==> src/crc8_checked_frame_unpacker_top_macros.svh <==
`ifndef CRC8_CHECKED_FRAME_UNPACKER_TOP_MACROS_SVH
`define CRC8_CHECKED_FRAME_UNPACKER_TOP_MACROS_SVH

// same-cycle implication on clk_i, off during reset
`define CFU_ASSERT_IMP(label, a, c, msg) \
  label: assert property (@(posedge clk_i) disable iff (!rst_ni) (a) |-> (c)) \
    else $error(msg);

// next-cycle implication on clk_i, off during reset
`define CFU_ASSERT_NXT(label, a, c, msg) \
  label: assert property (@(posedge clk_i) disable iff (!rst_ni) (a) |=> (c)) \
    else $error(msg);

`endif

==> src/crc8cfu_pkg.sv <==
`default_nettype none

package crc8cfu_pkg;

  localparam int unsigned FrameBytes = 30;
  localparam int unsigned PosW       = 6;
  localparam int unsigned AddrW      = $clog2(FrameBytes);

  localparam logic [7:0] CrcPoly = 8'hD5;

  typedef logic [AddrW-1:0] addr_t;
  typedef logic [PosW-1:0]  pos_t;
  typedef logic [4:0]       field_id_t;

  localparam pos_t LastPos   = PosW'(FrameBytes - 1);
  localparam pos_t CrcPos    = PosW'(FrameBytes - 2);
  localparam pos_t CrcEndPos = PosW'(FrameBytes - 3);

  localparam field_id_t FieldThrust0 = 5'd0;
  localparam field_id_t FieldCtrl0   = 5'd6;
  localparam field_id_t FieldTune0   = 5'd11;
  localparam field_id_t FieldPivot0  = 5'd14;
  localparam field_id_t FieldLast    = 5'd16;

  localparam logic [5:0] ThrustBase = 6'd2;
  localparam logic [5:0] CtrlBase   = 6'd14;
  localparam logic [5:0] TuneBase   = 6'd19;
  localparam logic [5:0] PivotBase  = 6'd25;

  typedef struct packed {
    logic [7:0] byte_value;
    logic       frame_start;
  } in_beat_t;

  typedef struct packed {
    field_id_t          field_id;
    logic signed [15:0] field_value;
    logic               crc_ok;
    logic               last_result;
  } out_beat_t;

  typedef struct packed {
    logic       en;
    addr_t      addr;
    logic [7:0] data;
  } ram_wr_t;

  typedef struct packed {
    logic done;
    logic ok;
  } rx_done_t;

  typedef struct packed {
    logic busy;
    logic out_pending;
  } emit_stat_t;

  function automatic logic [7:0] crc8_update(input logic [7:0] crc, input logic [7:0] data);
    logic [7:0] c;
    logic [7:0] d;
    c = crc;
    d = data;
    for (int n = 0; n < 8; n++) begin
      if (c[0] ^ d[0]) begin
        c = (c >> 1) ^ CrcPoly;
      end else begin
        c = c >> 1;
      end
      d = d >> 1;
    end
    return c;
  endfunction

endpackage

`default_nettype wire

==> src/crc8cfu_ram.sv <==
`default_nettype none

module crc8cfu_ram #(
  parameter int unsigned Depth = 30,
  parameter int unsigned Width = 8,
  parameter int unsigned AddrW = $clog2(Depth)
) (
  input  wire logic             clk_i,
  input  wire logic             we_i,
  input  wire logic [AddrW-1:0] waddr_i,
  input  wire logic [Width-1:0] wdata_i,
  input  wire logic [AddrW-1:0] raddr_a_i,
  input  wire logic [AddrW-1:0] raddr_b_i,
  output logic      [Width-1:0] rdata_a_o,
  output logic      [Width-1:0] rdata_b_o
);

  logic [Width-1:0] mem [Depth];

  always_ff @(posedge clk_i) begin
    if (we_i) begin
      mem[waddr_i] <= wdata_i;
    end
  end

  always_ff @(posedge clk_i) begin
    rdata_a_o <= mem[raddr_a_i];
    rdata_b_o <= mem[raddr_b_i];
  end

endmodule

`default_nettype wire

==> src/crc8cfu_rx.sv <==
`default_nettype none

module crc8cfu_rx (
  input  wire logic                  clk_i,
  input  wire logic                  rst_ni,
  input  wire logic                  accept_i,
  input  wire crc8cfu_pkg::in_beat_t beat_i,
  output crc8cfu_pkg::ram_wr_t       wr_o,
  output crc8cfu_pkg::rx_done_t      done_o,
  output logic                       at_last_o
);

  import crc8cfu_pkg::*;

  pos_t       pos_q, pos_d;
  logic [7:0] crc_q, crc_d;
  logic [7:0] exp_q, exp_d;
  logic       in_frame;

  assign in_frame = (pos_q != '0) && (pos_q <= LastPos);

  always_comb begin
    pos_d = pos_q;
    crc_d = crc_q;
    exp_d = exp_q;
    if (accept_i) begin
      if (beat_i.frame_start) begin
        pos_d = PosW'(1);
        crc_d = '0;
      end else if (!in_frame) begin
        pos_d = '0;
      end else begin
        if (pos_q <= CrcEndPos) begin
          crc_d = crc8_update(crc_q, beat_i.byte_value);
        end
        if (pos_q == CrcPos) begin
          exp_d = beat_i.byte_value;
        end
        if (pos_q == LastPos) begin
          pos_d = '0;
        end else begin
          pos_d = pos_q + PosW'(1);
        end
      end
    end
  end

  always_comb begin
    wr_o.en     = accept_i && (beat_i.frame_start || in_frame);
    wr_o.addr   = beat_i.frame_start ? '0 : pos_q[AddrW-1:0];
    wr_o.data   = beat_i.byte_value;
    done_o.done = accept_i && !beat_i.frame_start && (pos_q == LastPos);
    done_o.ok   = (crc_q == exp_q);
  end

  assign at_last_o = (pos_q == LastPos);

  always_ff @(posedge clk_i or negedge rst_ni) begin
    if (!rst_ni) begin
      pos_q <= '0;
      crc_q <= '0;
      exp_q <= '0;
    end else begin
      pos_q <= pos_d;
      crc_q <= crc_d;
      exp_q <= exp_d;
    end
  end

endmodule

`default_nettype wire

==> src/crc8cfu_emit.sv <==
`default_nettype none

module crc8cfu_emit (
  input  wire logic                  clk_i,
  input  wire logic                  rst_ni,
  input  wire crc8cfu_pkg::rx_done_t done_i,
  input  wire logic [7:0]            rdata_a_i,
  input  wire logic [7:0]            rdata_b_i,
  output crc8cfu_pkg::addr_t         raddr_a_o,
  output crc8cfu_pkg::addr_t         raddr_b_o,
  output crc8cfu_pkg::emit_stat_t    stat_o,
  output logic                       out_valid_o,
  input  wire logic                  out_stall_i,
  output crc8cfu_pkg::out_beat_t     out_beat_o
);

  import crc8cfu_pkg::*;

  typedef enum logic [1:0] {
    ST_IDLE,
    ST_READ,
    ST_LOAD,
    ST_HOLD
  } state_e;

  state_e     state_q;
  field_id_t  k_q;
  logic       out_valid_q;
  out_beat_t  out_beat_q;
  logic [5:0] kx;
  logic [5:0] addr_a, addr_b;
  logic [15:0] value;

  assign kx = {1'b0, k_q};

  always_comb begin
    addr_a = '0;
    addr_b = '0;
    case (k_q) inside
      [FieldThrust0:FieldCtrl0-5'd1]: begin
        addr_a = ThrustBase + (kx << 1);
        addr_b = ThrustBase + (kx << 1) + 6'd1;
      end
      [FieldCtrl0:FieldTune0-5'd1]: begin
        addr_a = CtrlBase + (kx - 6'(FieldCtrl0));
        addr_b = addr_a;
      end
      [FieldTune0:FieldPivot0-5'd1]: begin
        addr_a = TuneBase + ((kx - 6'(FieldTune0)) << 1);
        addr_b = TuneBase + ((kx - 6'(FieldTune0)) << 1) + 6'd1;
      end
      [FieldPivot0:FieldLast]: begin
        addr_a = PivotBase + (kx - 6'(FieldPivot0));
        addr_b = addr_a;
      end
      default: begin
        addr_a = '0;
        addr_b = '0;
      end
    endcase
  end

  assign raddr_a_o = AddrW'(addr_a);
  assign raddr_b_o = AddrW'(addr_b);

  always_comb begin
    case (k_q) inside
      [FieldThrust0:FieldCtrl0-5'd1]: value = {rdata_b_i, rdata_a_i};
      [FieldCtrl0:FieldTune0-5'd1]:   value = {8'h00, rdata_a_i};
      [FieldTune0:FieldPivot0-5'd1]:  value = {rdata_a_i, rdata_b_i};
      [FieldPivot0:FieldLast]:        value = {{8{rdata_a_i[7]}}, rdata_a_i};
      default:                        value = '0;
    endcase
  end

  always_ff @(posedge clk_i or negedge rst_ni) begin
    if (!rst_ni) begin
      state_q     <= ST_IDLE;
      k_q         <= '0;
      out_valid_q <= 1'b0;
      out_beat_q  <= '0;
    end else begin
      case (state_q)
        ST_IDLE: begin
          if (out_valid_q && !out_stall_i) begin
            out_valid_q <= 1'b0;
          end
          if (done_i.done) begin
            if (done_i.ok) begin
              k_q     <= FieldThrust0;
              state_q <= ST_READ;
            end else begin
              out_valid_q             <= 1'b1;
              out_beat_q.field_id     <= FieldThrust0;
              out_beat_q.field_value  <= '0;
              out_beat_q.crc_ok       <= 1'b0;
              out_beat_q.last_result  <= 1'b1;
            end
          end
        end
        ST_READ: begin
          state_q <= ST_LOAD;
        end
        ST_LOAD: begin
          out_valid_q             <= 1'b1;
          out_beat_q.field_id     <= k_q;
          out_beat_q.field_value  <= value;
          out_beat_q.crc_ok       <= 1'b1;
          out_beat_q.last_result  <= (k_q == FieldLast);
          state_q                 <= ST_HOLD;
        end
        ST_HOLD: begin
          if (!out_stall_i) begin
            out_valid_q <= 1'b0;
            if (k_q == FieldLast) begin
              state_q <= ST_IDLE;
            end else begin
              k_q     <= k_q + 5'd1;
              state_q <= ST_READ;
            end
          end
        end
        default: begin
          state_q <= ST_IDLE;
        end
      endcase
    end
  end

  assign out_valid_o        = out_valid_q;
  assign out_beat_o         = out_beat_q;
  assign stat_o.busy        = (state_q != ST_IDLE);
  assign stat_o.out_pending = out_valid_q;

endmodule

`default_nettype wire

==> src/crc8_checked_frame_unpacker_top.sv <==
// CRC-8 checked frame unpacker.
// Input channel: one frame byte per beat (in_valid_i / in_stall_o, in_beat_i);
// frame_start marks byte zero and always restarts the frame.
// Bytes are written to a single frame memory; the LSB-first CRC-8 over bytes
// 1..N-3 is compared with byte N-2 when byte N-1 arrives.
// Output channel: result beats (out_valid_o / out_stall_i, out_beat_o).
// A mismatch gives one failure beat on the cycle after the last byte.
// A match gives 17 field beats. For each field the emitter passes through a
// memory read state, a format state that loads the output register, and a
// hold state that keeps each beat valid until the output channel takes it.
// Bytes are taken one per cycle inside a frame; in_stall_o is high during a
// field burst, and on the last byte of a frame while a result is still waiting.
// A stalled failure beat waits in the output register; other bytes flow on.
// Reset clears the byte position, CRC and output valid; the block then waits
// for a frame start. The frame memory itself needs no clearing.
`default_nettype none
`include "crc8_checked_frame_unpacker_top_macros.svh"

module crc8_checked_frame_unpacker_top (
  input  wire logic                  clk_i,
  input  wire logic                  rst_ni,
  input  wire logic                  in_valid_i,
  output logic                       in_stall_o,
  input  wire crc8cfu_pkg::in_beat_t in_beat_i,
  output logic                       out_valid_o,
  input  wire logic                  out_stall_i,
  output crc8cfu_pkg::out_beat_t     out_beat_o
);

  import crc8cfu_pkg::*;

  logic       in_accept;
  ram_wr_t    wr;
  rx_done_t   rx_done;
  emit_stat_t emit_stat;
  logic       at_last;
  addr_t      raddr_a, raddr_b;
  logic [7:0] rdata_a, rdata_b;

  assign in_stall_o = emit_stat.busy || (emit_stat.out_pending && at_last);
  assign in_accept  = in_valid_i && !in_stall_o;

  crc8cfu_rx u_rx (
    .clk_i     (clk_i),
    .rst_ni    (rst_ni),
    .accept_i  (in_accept),
    .beat_i    (in_beat_i),
    .wr_o      (wr),
    .done_o    (rx_done),
    .at_last_o (at_last)
  );

  crc8cfu_ram #(
    .Depth (FrameBytes),
    .Width (8),
    .AddrW (AddrW)
  ) u_ram (
    .clk_i     (clk_i),
    .we_i      (wr.en),
    .waddr_i   (wr.addr),
    .wdata_i   (wr.data),
    .raddr_a_i (raddr_a),
    .raddr_b_i (raddr_b),
    .rdata_a_o (rdata_a),
    .rdata_b_o (rdata_b)
  );

  crc8cfu_emit u_emit (
    .clk_i       (clk_i),
    .rst_ni      (rst_ni),
    .done_i      (rx_done),
    .rdata_a_i   (rdata_a),
    .rdata_b_i   (rdata_b),
    .raddr_a_o   (raddr_a),
    .raddr_b_o   (raddr_b),
    .stat_o      (emit_stat),
    .out_valid_o (out_valid_o),
    .out_stall_i (out_stall_i),
    .out_beat_o  (out_beat_o)
  );

  `CFU_ASSERT_IMP(a_done_when_free, rx_done.done, !emit_stat.busy && !out_valid_o, "frame end while output busy")
  `CFU_ASSERT_IMP(a_busy_stalls, emit_stat.busy, in_stall_o, "byte accepted during burst")
  `CFU_ASSERT_IMP(a_fail_beat, out_valid_o && !out_beat_o.crc_ok, out_beat_o.last_result && (out_beat_o.field_id == FieldThrust0), "bad failure beat")
  `CFU_ASSERT_NXT(a_last_ends, out_valid_o && out_beat_o.last_result && !out_stall_i, !emit_stat.busy && !out_valid_o, "burst continues after last beat")

endmodule

`default_nettype wire
==> config.mk <==
export PLATFORM = sky130hd
export DESIGN_NAME = crc8_checked_frame_unpacker_top
export DESIGN_NICKNAME = d
export VERILOG_FILES = /design/src/crc8cfu_pkg.sv /design/src/crc8cfu_ram.sv /design/src/crc8cfu_rx.sv /design/src/crc8cfu_emit.sv /design/src/crc8_checked_frame_unpacker_top.sv
export VERILOG_INCLUDE_DIRS = /design/src /design/src/src
export SDC_FILE = /design/constraint.sdc
export NUM_CORES = 1
export LEC_CHECK = 0
export ABC_AREA = 1
export BUFFER_PORTS_ARGS = -buffer_cell sky130_fd_sc_hd__buf_2
export CORE_UTILIZATION = 63
export DETAILED_ROUTE_END_ITERATION = 8
export PLACE_DENSITY_LB_ADDON = 0.2
export SYNTH_ARGS = -nofsm -noshare
export SYNTH_HDL_FRONTEND = slang
export SYNTH_HIERARCHICAL = 1
export SYNTH_SLANG_ARGS = --single-unit
==> constraint.sdc <==
create_clock -name clk_i -period 3.8 [get_ports clk_i]
set_clock_uncertainty 0.1 [all_clocks]
set_input_delay 0.38 -clock clk_i [delete_from_list [all_inputs] [get_ports clk_i]]
set_output_delay 0.38 -clock clk_i [all_outputs]
set_load 0.005 [all_outputs]
* Word level (Yosys, flattened, before mapping)
Memory sizes are Yosys's and may differ from the RTL's. A register that Yosys moved wholly into a read port is not among the register bits. Index checks and enable logic that the tools add are counted.
Storage, ports and cells: logic and storage cells 165, register bits 53, bits of input ports 13, memories 1, RAM bits 240
Cells by class: bitwise logic cells 17, $add $sub $neg 11, reduce and logical (&&, ||, !) cells 30, order comparisons 10, equality and inequality tests 12, muxes and demuxes 74
Memory list:
- u_ram.mem | words 30, bits a word 8, read ports 2, clocked after Yosys merged registers in 2, wr ports 1, line crc8cfu_ram.sv:18 | logic [Width-1:0] mem [Depth];
Operators with widths (count):
- $mux 8 | 39
- $mux 16 | 4
- $mux 5 | 12
- $mux 23 | 2
- $pmux 23 s2 | 1
- $not 4->5 | 8
- $mux 6 | 3
- $add 5x1->5 const B | 3
- $eq 6x5->1 const B | 2
- $le 6x5->1 const B | 2
- $logic_and 1x1->1 | 11
- $add 5x5->5 const A | 2
- $ge 5x4->1 const B | 2
- $le 5x4->1 const B | 2
- $ne 2x2->1 const B | 5
- $pmux 5 s2 | 1
- $reduce_bool 2->1 | 5
- $reduce_and 3->1 | 3
- $eq 8x8->1 | 1
- $pmux 2 s4 | 1
- $xor 1x1->1 | 8
- $mux 1 | 7
- $add 6x1->6 const B | 1
- $mux 2 | 3
- 22 further kinds | 26

* Depth between registers and ports, before layout
depth after elaboration 47, depth in mapped cells 23

* By module
The synthesis kept the hierarchy.
By module, submodules not included:
- crc8cfu_ram | cells each 1473, times used 1, area each 12695.9 um^2, seq. area each 7527.2 um^2
- crc8cfu_emit | cells each 334, times used 1, area each 2379.8 um^2, seq. area each 775.7 um^2
- crc8cfu_rx | cells each 245, times used 1, area each 1796.7 um^2, seq. area each 550.5 um^2
- crc8_checked_frame_unpacker_top | cells each 5, times used 1, area each 23.8 um^2, seq. area each 0.0 um^2

* Worst setup path before layout
Ideal clock, no wire load.
kind reg2reg, start point register u_emit.k_q[0], end point register u_ram.rdata_a_o[5], read port of u_ram.mem, required time 3588 ps, slack 987 ps, cell stages (with the launch flop) 20, arrival time 2601 ps, clock period less this slack 2813 ps, cells stage by stage dfrtp_1 -> buf_4 -> inv_2 -> clkbuf_1 -> ha_1 -> nand3_1 -> a21oi_1 -> nor2_4 -> buf_4 -> nand2_1 -> nand2_1 -> buf_4 -> inv_2 -> buf_4 -> buf_2 -> nand3_1 -> nand3_1 -> nand3_1 -> nand3_1 -> nand2_1
On the way: word-level cells in the longest chain between the ends 6, elaborated cells on any way between the ends 23
Ends and longest elaborated chain:
- from (decl) | line crc8cfu_emit.sv:27 | field_id_t k_q;
- from (signal assigned) | line crc8cfu_emit.sv:90 | k_q <= FieldThrust0;
- from (signal assigned) | line crc8cfu_emit.sv:118 | k_q <= k_q + 5'd1;
- $sub 5x4->5 (tied with other cells) | line crc8cfu_emit.sv:53 | addr_a = PivotBase + (kx - 6'(FieldPivot0));
- $add 5x5->5 or $logic_and 1x1->1 (tied branches)
- $mux 5 (3 in a row) | line crc8cfu_emit.sv:39 | case (k_q) inside
- $mux 5 (*) | line crc8cfu_emit.sv:39
- named net raddr_a[1] | line crc8_checked_frame_unpacker_top.sv:37 | addr_t raddr_a, raddr_b;
- to (decl) | line crc8cfu_ram.sv:14 | output logic [Width-1:0] rdata_a_o,
The timed path passes the listed nets; every way through them passes the cells marked *. A chain may end at the register's enable or synchronous reset.

* Worst setup path after layout
start point register u_emit.k_q[1], end point register u_ram.rdata_b_o[6], read port of u_ram.mem
On the way: word-level cells in the longest chain between the ends 6, elaborated cells on any way between the ends 25
Ends and longest elaborated chain:
- $ge 5x4->1 (no source line) or $le 5x5->1 (tied branches)
- $logic_and 1x1->1 (no source line)
- $mux 5 (3 in a row) | line crc8cfu_emit.sv:39
- $mux 5 (*) | line crc8cfu_emit.sv:39
- named net raddr_b[0] | line crc8_checked_frame_unpacker_top.sv:37
- to (decl) | line crc8cfu_ram.sv:15 | output logic [Width-1:0] rdata_b_o
Marked as above.

==> impl_metrics.env <==
export IMPL_route_detailed_wl_per_inst_um=20.12
export IMPL_synthDominantAreaCellType="edfxtp_1"
export IMPL_cap_violations=0
export IMPL_port_buffers=37
export IMPL_via_count_of_the_first_global_routing_pass=14050
export IMPL_start_util_pct=64.47
export IMPL_die_x_um=165.8
export IMPL_async_flop_share_pct=17.15
export IMPL_postRouteWirelength_um=49050
export IMPL_critical_path_startpoint_type="flop"
export IMPL_num_vias=14860
export IMPL_synth_distinct_cells=45
export IMPL_clock_sinks=309
export IMPL_synth_top_flop_cell="edfxtp_1"
export IMPL_layout_commonest_cell="nand2_1"
export IMPL_global_route_overflow_total=0
export IMPL_timing_fmax_mhz=285.0
export IMPL_place_detailed_hpwl_um=31460
export IMPL_full_die_area_um2=27480
export IMPL_end_kind="flop"
export IMPL_final_hold_violation_count=0
export IMPL_slew_limit_headroom_pct=45.78
export IMPL_drt_drc_violations_left=14
export IMPL_post_synth_cell_area_avg_um2=8.214
export IMPL_violations="design-rule violations"
export IMPL_cts_max_path_buffers=3
export IMPL_result_of_the_run="finished with violations"
export IMPL_worst_setup_path_type="reg -> reg"
export IMPL_largest_driver_fanout_on_the_critical_path=39
export IMPL_grt_max_degree=81
export IMPL_final_cell_mix="878 x nand2_1, 394 x nand3_1, 240 x edfxtp_1, 96 x inv_1, 57 x nor2_1"
export IMPL_finalWorstPathRequiredPeriod_ns=3.509
export IMPL_yosys_synthesis_warning_count=6
export IMPL_area_inside_the_core_boundary_um2=26210
export IMPL_timing_final_max_slew_violations=0
export IMPL_floorplan_io_pins=38
export IMPL_number_of_inserted_filler_cells_in_the_final_layout=1972
export IMPL_synthDominantCellAreaShare_pct=42.65
export IMPL_cp_data_required_time_ns=4.17
export IMPL_clk_transition_reported_paths_ns=0.06
export IMPL_design_final_nets=2112
export IMPL_grt_pass1_wl_um=76850
export IMPL_rows=59
export IMPL_setup_viol=0
export IMPL_antenna_left=0
export IMPL_first_drt_pass_iteration_count=8
export IMPL_grt_antenna_before_repair=1
export IMPL_fin_crit_share_pct=92.34
export IMPL_post_synth_inst_count=2057
export IMPL_area_delta_synth_final_pct=10.60
export IMPL_timing_hold_worst_class="in -> reg"
export IMPL_mappedNetlistNets=2092
export IMPL_setup_total_negative_slack_ns=0
export IMPL_grt_use_total_pct=36.23
export IMPL_ctsHtreeMaxLevel=2
export IMPL_grt_setup_unrepaired="false"
export IMPL_cts_root_buffer_cell="clkbuf_16"
export IMPL_synthesis_area_um2=16900
export IMPL_detail_route_vias_per_cell=6.094
export IMPL_synth_ff_latch_count=309
export IMPL_tritoncts="done"
export IMPL_drt_initial_violations=2053
export IMPL_fraction_of_layout_instances_using_a_drive_strength_above_1_pct=10.75
export IMPL_post_cts_setup_buffers=0
export IMPL_worst_skew_pair_late_latency_ns=0.53
export IMPL_worst_margin_slew_ns=0.8133
export IMPL_chipHeight_um=165.8
export IMPL_place_inst=2374
export IMPL_cp_data_arrival_time_ns=3.88
export IMPL_final_instance_count_excl_fill=2438
export IMPL_synth_edf_count=240
export IMPL_netlist_top_cells_area="edfxtp_1 43%, nand2_1 20%, nand3_1 12%"
export IMPL_finalWeightedCongestion=0.9427
export IMPL_ys_seq_area_share_pct=52.40
export IMPL_cts_inserted_buffers=34
## cells by family (layout without fill, tap and decap cells)
kind of cell | Yosys count | in the layout | synth area share [%]
buffers and inverters | 235 | 280 | 6.502
adder cells (fa/ha/maj) | 22 | 22 | 1.629
flip-flops | 309 | 309 | 52.40
AO/OA/AOI/OAI | 77 | 77 | 3.007
other | 0 | 1 | 0
XOR/XNOR | 24 | 24 | 1.244
AND/OR/NAND/NOR | 1390 | 1390 | 35.22
## worst paths after layout
| kind | from | end | slack [ns] | cells after the start |
|---|---|---|---|---|
| worst max-delay path | u_emit/k_q[1] | u_ram/rdata_b_o[6] | 0.29 | 18 |
| worst max register to register | u_emit/k_q[1] | u_ram/rdata_b_o[6] | 0.29 | 18 |
| worst min-delay path | out_stall_i | u_emit/out_valid_o | 0.12 | 4 |
| min in group asynchronous | rst_ni | u_emit/out_beat_o[1] | 0.32 | 2 |
| max in group asynchronous | rst_ni | u_rx/exp_q[2] | 2.49 | 3 |
| worst min register to register | u_emit/out_beat_o[1] | u_emit/out_beat_o[1] | 0.37 | 2 |
## Yosys cell counts, types with 2 or more instances
library cell  count
nand2_2          18
o21ai_0          24
nand2_4           7
nand4_1           7
o21ai_1           2
clkbuf_1         29
nand3_2           3
o21ai_2           8
nor2_1           57
xor2_1           11
o22ai_1           6
o211ai_1         11
inv_1            97
o32ai_1           2
dfxtp_1          16
ha_1             22
dfrtp_1          53
nand3_1         394
edfxtp_1        240
buf_1             6
buf_4            23
nor3_1            2
buf_6             5
a31oi_1           2
nand2_1         881
inv_2            14
or2_2             3
nor2_4            3
nor2_2            4
xnor2_1          13
o31ai_1           3
a22oi_1           4
nand3b_1          9
buf_2            56
a21oi_1          12
## stage by stage
step                hold slack, ns  worst slack, ns  util, %  area, um2
detailed placement          0.3092           0.2977    66.80      17510
global route                0.1288          0.03872    71.30      18690
CTS                         0.1063           0.2391    71.23      18670
floorplan                 -0.01559           0.9866        -      16900
global placement            0.3125           0.3024    66.80      17510
finish                      0.1199           0.2911    71.31      18690
## critical path, cell delays in order, from the launching register on
cell and delay, ns:
dfrtp_1 0.45, inv_1 0.26, ha_1 0.24, nand2_1 0.10
o21ai_4 0.37, inv_1 0.15, nand2_1 0.17, a31oi_1 0.09
a21oi_4 0.19, buf_12 0.25, buf_4 0.31, nand2_1 0.09
nand3_1 0.11, nand3_1 0.10, nand2_1 0.10, nand2_1 0.09
nand2_1 0.09, nand2_1 0.10, nand2_1 0.09
## area by class of cell
| cell class | count | area (um2) | area share [%] |
|---|---|---|---|
| timing repair buffer | 103 | 820.8 | 4.392 |
| timing repair inverter | 1 | 7.507 | 0.04017 |
| antenna | 1 | 2.502 | 0.01339 |
| inverter | 115 | 450.4 | 2.410 |
| sequential | 309 | 8853 | 47.38 |
| tap | 335 | 419.2 | 2.243 |
| multi-input combinational | 1513 | 6983 | 37.37 |
| clock buffer | 51 | 965.9 | 5.169 |
| clock inverter | 10 | 185.2 | 0.9909 |
## state kept, by name, indices dropped and copies added (netlist names)
signal              cells
u_ram/mem             240
u_emit/out_beat_o      23
u_ram/rdata_a_o         8
u_ram/rdata_b_o         8
u_rx/crc_q              8
u_rx/exp_q              8
u_rx/pos_q              6
u_emit/k_q              5
u_emit/state_q          2
u_emit/out_valid_o      1
## timing repair
action | in CTS | in global routing
resized for setup | 0 | 5
endpoints found under the setup margin | 0 | 24
hold endpoints to repair | 26 | 0
hold buffers | 1 | 0
## routing by layer
layer	share of wire, %	wire [um]	track usage (%)	vias to the layer above
met5	0	0	0	-
met1	38	18540	49.05	6852
met3	12	6036	7.436	184
met2	45	22220	56.60	996
met4	4.6	2261	16.74	0
li1	-	-	-	6825
Power is not shown: default switching activity piles up to over one toggle a cycle in this logic, so the estimate is an artifact.
